## src/rtl/cfsa_pkg.sv

```systemverilog
package cfsa_pkg;

  localparam int MAX_BINS = 16;
  localparam int IDX_W    = $clog2(MAX_BINS);
  localparam int CNT_W    = $clog2(MAX_BINS + 1);
  localparam int CAP_W    = 10;
  localparam int DEM_W    = 16;
  localparam int MODE_W   = 2;
  localparam int RANK_W   = 4;
  localparam int DIV_CNT_W = $clog2(DEM_W);

  localparam int S_DATA_W = 32;
  localparam int M_DATA_W = 40;

  typedef enum logic [MODE_W-1:0] {
    MODE_LOAD       = 2'd0,
    MODE_DISTRIBUTE = 2'd1,
    MODE_CLEAR      = 2'd2,
    MODE_NONE       = 2'd3
  } mode_t;

  localparam logic POLICY_FAIR   = 1'b0;
  localparam logic POLICY_FEWEST = 1'b1;

  typedef enum logic [5:0] {
    ST_IDLE     = 6'b000001,
    ST_INSERT   = 6'b000010,
    ST_FAIR_DIV = 6'b000100,
    ST_FAIR_UPD = 6'b001000,
    ST_FEWEST   = 6'b010000,
    ST_EMIT     = 6'b100000
  } state_t;

endpackage

```

## src/rtl/capacity_fair_share_allocator_core.sv

```systemverilog
// Load: insertion walks down the table one entry per cycle until it finds its place.
// Distribute, policy 0: the 16-step shared restoring divider plus one update per bin;
// policy 1: one update per bin. Both then give one result per cycle while m_tready is high.
// Clear/ignored items stay in idle. s_tready is high only while the sequencer is idle.
// rst is synchronous and active high; it clears the table count, policy and output valid.
module capacity_fair_share_allocator_core (
  input  logic                          clk,
  input  logic                          rst,
  input  logic                          cfg_we,
  input  logic                          cfg_wdata,
  input  logic                          s_tvalid,
  output logic                          s_tready,
  // capacity [9:0], demand [25:10], zero pad [31:26]
  input  logic [cfsa_pkg::S_DATA_W-1:0] s_tdata,
  // mode [1:0]
  input  logic [cfsa_pkg::MODE_W-1:0]   s_tuser,
  output logic                          m_tvalid,
  input  logic                          m_tready,
  // bin_rank [3:0], bin_capacity [13:4], assigned [23:14], unplaced [39:24]
  output logic [cfsa_pkg::M_DATA_W-1:0] m_tdata,
  output logic                          m_tlast
);

  cfsa_pkg::state_t state;

  logic                         policy;
  logic [cfsa_pkg::CNT_W-1:0]   bin_count;
  logic [cfsa_pkg::DEM_W-1:0]   rem;
  logic [cfsa_pkg::IDX_W-1:0]   idx;
  logic [cfsa_pkg::CNT_W-1:0]   ins_k;
  logic [cfsa_pkg::CAP_W-1:0]   ins_cap;

  // Shared restoring divider: dividend/quotient shift register and partial remainder.
  logic [cfsa_pkg::DEM_W-1:0]     div_q;
  logic [cfsa_pkg::IDX_W-1:0]     div_r;
  logic [cfsa_pkg::DIV_CNT_W-1:0] div_step;

  logic [cfsa_pkg::CAP_W-1:0] caps [cfsa_pkg::MAX_BINS];
  logic [cfsa_pkg::CAP_W-1:0] asg  [cfsa_pkg::MAX_BINS];

  logic [cfsa_pkg::MODE_W-1:0]  in_mode;
  logic [cfsa_pkg::CAP_W-1:0]   in_cap;
  logic [cfsa_pkg::DEM_W-1:0]   in_dem;
  logic                         in_fire;

  logic [cfsa_pkg::IDX_W-1:0]   rd_addr;
  logic [cfsa_pkg::CAP_W-1:0]   rd_cap;
  logic                         ins_shift;

  logic [cfsa_pkg::IDX_W:0]     div_d;
  logic [cfsa_pkg::IDX_W:0]     div_t;
  logic                         div_ge;

  logic [cfsa_pkg::CAP_W-1:0]   asg_next;
  logic [cfsa_pkg::DEM_W-1:0]   rem_next;
  logic                         asg_we;

  logic                         out_load;
  logic                         emit_empty;
  logic                         emit_fin;

  assign in_mode = s_tuser;
  assign in_cap  = s_tdata[cfsa_pkg::CAP_W-1:0];
  assign in_dem  = s_tdata[cfsa_pkg::CAP_W +: cfsa_pkg::DEM_W];

  assign s_tready = (state == cfsa_pkg::ST_IDLE);
  assign in_fire  = s_tvalid && s_tready;

  // One read port on the capacity table, shared by insertion, fill and output.
  logic [cfsa_pkg::CNT_W-1:0] ins_km1;
  assign ins_km1 = ins_k - cfsa_pkg::CNT_W'(1);
  assign rd_addr = (state == cfsa_pkg::ST_INSERT) ? ins_km1[cfsa_pkg::IDX_W-1:0] : idx;
  assign rd_cap  = caps[rd_addr];

  // Keep moving entries up while the one below is strictly smaller.
  assign ins_shift = (ins_k != '0) && (rd_cap < ins_cap);

  assign div_d  = {1'b0, idx} + (cfsa_pkg::IDX_W + 1)'(1);
  assign div_t  = {div_r, div_q[cfsa_pkg::DEM_W-1]};
  assign div_ge = (div_t >= div_d);

  always_comb begin
    asg_next = '0;
    rem_next = rem;
    asg_we   = 1'b0;
    case (state)
      cfsa_pkg::ST_FAIR_UPD: begin
        asg_we = 1'b1;
        if (div_q > {{(cfsa_pkg::DEM_W - cfsa_pkg::CAP_W){1'b0}}, rd_cap}) begin
          asg_next = rd_cap;
        end else begin
          asg_next = div_q[cfsa_pkg::CAP_W-1:0];
        end
        rem_next = rem - {{(cfsa_pkg::DEM_W - cfsa_pkg::CAP_W){1'b0}}, asg_next};
      end
      cfsa_pkg::ST_FEWEST: begin
        asg_we = 1'b1;
        if (rem > {{(cfsa_pkg::DEM_W - cfsa_pkg::CAP_W){1'b0}}, rd_cap}) begin
          asg_next = rd_cap;
          rem_next = rem - {{(cfsa_pkg::DEM_W - cfsa_pkg::CAP_W){1'b0}}, rd_cap};
        end else begin
          asg_next = rem[cfsa_pkg::CAP_W-1:0];
          rem_next = '0;
        end
      end
      default: begin
        asg_we = 1'b0;
      end
    endcase
  end

  assign out_load   = (state == cfsa_pkg::ST_EMIT) && (!m_tvalid || m_tready);
  assign emit_empty = (bin_count == '0);
  assign emit_fin   = emit_empty || ({1'b0, idx} + cfsa_pkg::CNT_W'(1) == bin_count);

  // Table storage has no reset; only entries below bin_count are ever used.
  always_ff @(posedge clk) begin
    if (state == cfsa_pkg::ST_INSERT) begin
      caps[ins_k[cfsa_pkg::IDX_W-1:0]] <= ins_shift ? rd_cap : ins_cap;
    end
    if (asg_we) begin
      asg[idx] <= asg_next;
    end
  end

  always_ff @(posedge clk) begin
    if (out_load) begin
      m_tdata[cfsa_pkg::RANK_W-1:0] <= cfsa_pkg::RANK_W'(idx);
      m_tdata[cfsa_pkg::RANK_W +: cfsa_pkg::CAP_W] <= emit_empty ? '0 : rd_cap;
      m_tdata[cfsa_pkg::RANK_W + cfsa_pkg::CAP_W +: cfsa_pkg::CAP_W] <=
        emit_empty ? '0 : asg[idx];
      m_tdata[cfsa_pkg::RANK_W + 2*cfsa_pkg::CAP_W +: cfsa_pkg::DEM_W] <=
        emit_fin ? rem : '0;
      m_tlast <= emit_fin;
    end
  end

  always_ff @(posedge clk) begin
    if (rst) begin
      state     <= cfsa_pkg::ST_IDLE;
      policy    <= cfsa_pkg::POLICY_FAIR;
      bin_count <= '0;
      rem       <= '0;
      idx       <= '0;
      ins_k     <= '0;
      ins_cap   <= '0;
      div_q     <= '0;
      div_r     <= '0;
      div_step  <= '0;
      m_tvalid  <= 1'b0;
    end else begin
      if (cfg_we) begin
        policy <= cfg_wdata;
      end

      if (out_load) begin
        m_tvalid <= 1'b1;
      end else if (m_tready) begin
        m_tvalid <= 1'b0;
      end

      case (state)
        cfsa_pkg::ST_IDLE: begin
          if (in_fire) begin
            case (in_mode)
              cfsa_pkg::MODE_LOAD: begin
                if (bin_count < cfsa_pkg::CNT_W'(cfsa_pkg::MAX_BINS)) begin
                  ins_k   <= bin_count;
                  ins_cap <= in_cap;
                  state   <= cfsa_pkg::ST_INSERT;
                end
              end
              cfsa_pkg::MODE_DISTRIBUTE: begin
                rem <= in_dem;
                if (bin_count == '0) begin
                  idx   <= '0;
                  state <= cfsa_pkg::ST_EMIT;
                end else if (policy == cfsa_pkg::POLICY_FAIR) begin
                  idx      <= cfsa_pkg::IDX_W'(bin_count - cfsa_pkg::CNT_W'(1));
                  div_q    <= in_dem;
                  div_r    <= '0;
                  div_step <= '0;
                  state    <= cfsa_pkg::ST_FAIR_DIV;
                end else begin
                  idx   <= '0;
                  state <= cfsa_pkg::ST_FEWEST;
                end
              end
              cfsa_pkg::MODE_CLEAR: begin
                bin_count <= '0;
              end
              default: begin
                state <= cfsa_pkg::ST_IDLE;
              end
            endcase
          end
        end
        cfsa_pkg::ST_INSERT: begin
          if (ins_shift) begin
            ins_k <= ins_km1;
          end else begin
            bin_count <= bin_count + cfsa_pkg::CNT_W'(1);
            state     <= cfsa_pkg::ST_IDLE;
          end
        end
        cfsa_pkg::ST_FAIR_DIV: begin
          div_q <= {div_q[cfsa_pkg::DEM_W-2:0], div_ge};
          if (div_ge) begin
            div_r <= cfsa_pkg::IDX_W'(div_t - div_d);
          end else begin
            div_r <= cfsa_pkg::IDX_W'(div_t);
          end
          div_step <= div_step + cfsa_pkg::DIV_CNT_W'(1);
          if (div_step == cfsa_pkg::DIV_CNT_W'(cfsa_pkg::DEM_W - 1)) begin
            state <= cfsa_pkg::ST_FAIR_UPD;
          end
        end
        cfsa_pkg::ST_FAIR_UPD: begin
          rem <= rem_next;
          if (idx == '0) begin
            state <= cfsa_pkg::ST_EMIT;
          end else begin
            idx      <= idx - cfsa_pkg::IDX_W'(1);
            div_q    <= rem_next;
            div_r    <= '0;
            div_step <= '0;
            state    <= cfsa_pkg::ST_FAIR_DIV;
          end
        end
        cfsa_pkg::ST_FEWEST: begin
          rem <= rem_next;
          if ({1'b0, idx} + cfsa_pkg::CNT_W'(1) == bin_count) begin
            idx   <= '0;
            state <= cfsa_pkg::ST_EMIT;
          end else begin
            idx <= idx + cfsa_pkg::IDX_W'(1);
          end
        end
        cfsa_pkg::ST_EMIT: begin
          if (out_load) begin
            if (emit_fin) begin
              state <= cfsa_pkg::ST_IDLE;
            end else begin
              idx <= idx + cfsa_pkg::IDX_W'(1);
            end
          end
        end
        default: begin
          state <= cfsa_pkg::ST_IDLE;
        end
      endcase
    end
  end

endmodule

```

## config.mk

```make
export PLATFORM = sky130hd
export DESIGN_NAME = capacity_fair_share_allocator_core
export DESIGN_NICKNAME = d
export VERILOG_FILES = /design/src/rtl/cfsa_pkg.sv /design/src/rtl/capacity_fair_share_allocator_core.sv
export SDC_FILE = /design/constraint.sdc
export NUM_CORES = 1
export LEC_CHECK = 0
export CAP_MARGIN = 25
export CORE_MARGIN = 2
export CORE_UTILIZATION = 50
export CTS_CLUSTER_DIAMETER = 100
export DETAILED_ROUTE_END_ITERATION = 10
export DONT_BUFFER_PORTS = 1
export PLACE_DENSITY = 0.75
export SLEW_MARGIN = 20
export SYNTH_ARGS = -nofsm -noshare
export SYNTH_HDL_FRONTEND = slang
export SYNTH_SLANG_ARGS = --single-unit
```

## constraint.sdc

```tcl
create_clock -name clk -period 8.38 [get_ports clk]
set_clock_uncertainty 0.1 [all_clocks]
set_input_delay 2.095 -clock clk [delete_from_list [all_inputs] [get_ports clk]]
set_output_delay 2.095 -clock clk [all_outputs]
set_load 0.01 [all_outputs]
```

==> impl_metrics.py <==
metrics = {
    "outcome": {
        "status": "completed",
    },
    "die": {
        "row_count": 73,
        "die-area_um2": 41700,
        "io_pins": 83,
        "die_x_um": 204,
        "start_util": 0.506,
        "die_y_um": 204,
        "coreArea_um2": 39600,
    },
    "synth": {
        "synth-simple-area-share": 0.0988,
        "synth_seq_cells": 433,
        "synth_nets": 1527,
        "synth_compound_area_frac": 0.0954,
        "ys_seq_area_frac": 0.613,
        "synth_edf_count": 361,
        "muxShareOfSynthArea": 0.111,
        "syn_inst": 1425,
        "synthAdderAreaFrac": 0.0398,
        "syn_avg_cell_area_um2": 14.1,
        "synth_top_family_by_area": "multiplexers",
        "synth-xor-area-share": 0.0136,
        "synth_top_area_share": 0.541,
        "synthArstFlopShare": 0,
        "mappedNetlistArea_um2": 20000,
        "yosysTopAreaCell": "edfxtp_1",
        "yosys_warnings": 0,
        "synthTopCellsByArea": "edfxtp_1 (54%), mux4_2 (9.7%), dfxtp_1 (7.2%), ha_1 (3.7%), nor2_1 (2.0%)",
        "ys_types": 86,
        "yosys_most_used_dff": "edfxtp_1",
    },
    "final_layout": {
        "fin_util": 0.561,
        "nets": 1539,
        "drive_above_1_share": 0.158,
        "finalNonFillerCells": 1999,
        "fin_area_um2": 22200,
        "syn2layout_area_growth_pct": 10.9,
    },
    "clocking": {
        "clk_latency_ns": 0.59,
        "path_clk_slew_ns": 0.06,
        "hold_buffers": 0,
        "postCtsSetupRepairBufs": 0,
        "cts_resized": 0,
        "clock_sinks": 433,
        "clockRootBuffer": "clkbuf_16",
        "cts-htree-levels": 2,
        "cts_max_path_buffers": 3,
        "cts_tree": "built",
        "cts_buffers": 44,
    },
    "global_route": {
        "grt_util_all_layers": 0.239,
        "grt_pass1_wl_um": 74400,
        "grt_max_degree": 68,
        "grt_pass1_vias": 12300,
        "grt_antenna_before_repair": 1,
        "grt-ovfl-total": 0,
    },
    "sta": {
        "tns_ns": 0,
        "grt_setup_unrepaired": "no",
        "slew_headroom": 0.282,
        "fmax_mhz": 130,
        "finalCriticalPeriod_ns": 7.66,
        "tightestPinTransition_ns": 1.07,
        "fin_crit_sh": 0.915,
        "setup_violations": 0,
        "hold_violations": 0,
        "slew_viol_final": 0,
    },
    "placement": {
        "place_inst": 1914,
        "dpl.hpwl_um": 31800,
        "finalWeightedCongestion": 0.910,
        "dpl-instance-area_um2": 20700,
        "port-buffer-count": 0,
    },
    "power": {
        "vdd_drop_max_v": 0.000164,
        "total_leakage_power_nw": 7.27,
        "power.density_nw_per_um2": 228,
    },
    "drt": {
        "postRouteAntennaNets": 0,
        "viasPerCell": 6.23,
        "post-route-drc-count": 0,
        "drt-total-wl_um": 49000,
        "wl_per_cell_um": 24.5,
        "num_vias": 12500,
        "firstDrtPassIters": 7,
        "dr.first_iter.drc_count": 1358,
    },
    "critical_path": {
        "cp_max_fo": 14,
        "crit_type": "flip-flop to flip-flop",
        "crit_path_end_kind": "flip-flop",
        "critPathRequiredTime_ns": 8.75,
        "crit_path_top_delay_cell": "a21oi_2",
        "worstPathArrival_ns": 8.04,
        "cpPeakStageDelay_ns": 0.65,
        "crit_path_start_kind": "flip-flop",
    },
    "job": {
        "drv_cap": 0,
    },
    "hold_path": {
        "hp-class": "flip-flop to flip-flop",
    },
}
==> cells in the final DEF (no fill, tap or decap), drive strengths merged, types with 6 or more instances in the layout <==
master and instances:
nand2 70, nor2 110, ha 59, dfxtp 72, mux4 86, xnor2 23, o21a 10, clkinv 14
a211oi 29, a22oi 8, mux2i 24, a21oi 70, nand3 30, a22o 8, o21ai 47, nor3 29
nand4 9, clkbuf 60, nand2b 6, nor2b 21, bufinv 6, o211ai 10, inv 50, o22ai 7
and2 43, nor4 9, buf 40, a221oi 14, and4 9, and3 14, a21o 15, or3 7
edfxtp 361, a221o 8, a31oi 15, nor3b 8
==> synthesized netlist by cell type (all sizes together), types with 10 or more instances <==
cell type and count:
dfxtp 72, mux2i 24, edfxtp 361, xnor2 23
nor2b 21, and3 14, ha 59, a211oi 29
nor2 110, a31oi 15, nand2 70, inv 47
and2 43, o211ai 10, nor3 29, mux4 86
o21ai 47, nand3 30, buf 13, a21o 15
a221oi 14, clkbuf 60, o21a 10, a21oi 70
==> state kept, by name, summed over array words and instances (netlist names) <==
name,count
asg,160
bin_count,5
caps,160
div_q,16
div_r,4
div_step,4
idx,4
ins_cap,10
ins_k,5
m_tdata,40
m_tlast,1
m_tvalid,1
policy,1
rem,16
state,6
==> worst max-delay path, delay by kind of cell (launching register included) <==
family / cells / cell delay [ns]
muxes: 4 / 1.11
and+or+nand+nor: 7 / 1.24
DFF: 1 / 0.48
adders and majority gates: 3 / 0.95
buffers and inverters: 3 / 0.67
AOI/OAI and AO/OA: 7 / 2.35
xor gates and xnor gates: 2 / 0.65
==> kinds of logic (layout without fill, tap and decap cells) <==
family	count (synthesis)	count (layout)
flops	433	433
simple gates	383	383
compound gates	281	281
buf+inv	123	171
mux	115	115
fa+ha+maj	62	62
xor+xnor	28	28
other cells	0	1
==> power breakdown <==
group	switching (W)	leakage, nW	internal (W)
clock	0.000844	0.737	0.00121
sequential	0.0000151	3.63	0.00233
combinational	0.000399	2.91	0.000269
total	0.00126	7.27	0.00381
==> cell type report <==
cell class	count	area (µm²)
fill	3105	17400
sequential	433	12300
multi-input combinational	869	7270
clock buffer	59	1210
tap	525	657
timing repair buffer	41	328
clock inverter	23	298
inverter	48	180
antenna	1	2.50
==> final timing paths <==
path,startpoint,end,slack (ns),cells past startpoint
setup / recovery,ins_k[0],rem[12],0.72,26
hold / removal,ins_cap[2],ins_cap[2],0.35,2
setup reg to reg,ins_k[0],rem[12],0.72,26
hold reg to reg,ins_cap[2],ins_cap[2],0.35,2
==> per-stage QoR <==
step	setup slack, ns	total power [W]	hold WS [ns]
global route	0.209	0.00522	0.371
CTS	0.824	0.00508	0.352
floorplan	1.73	0.00286	0.336
finish	0.715	0.00507	0.350
global placement	1.00	0.00304	0.338
detailed placement	0.871	0.00305	0.344
==> per-layer routing <==
metal,vias up,wire (µm),GRT usage
li1,5586,-,-
met1,6247,19900,0.322
met2,527,23900,0.393
met3,90,3720,0.0395
met4,0,1450,0.0839
met5,-,0,0
(Power assumes the default switching activity.)
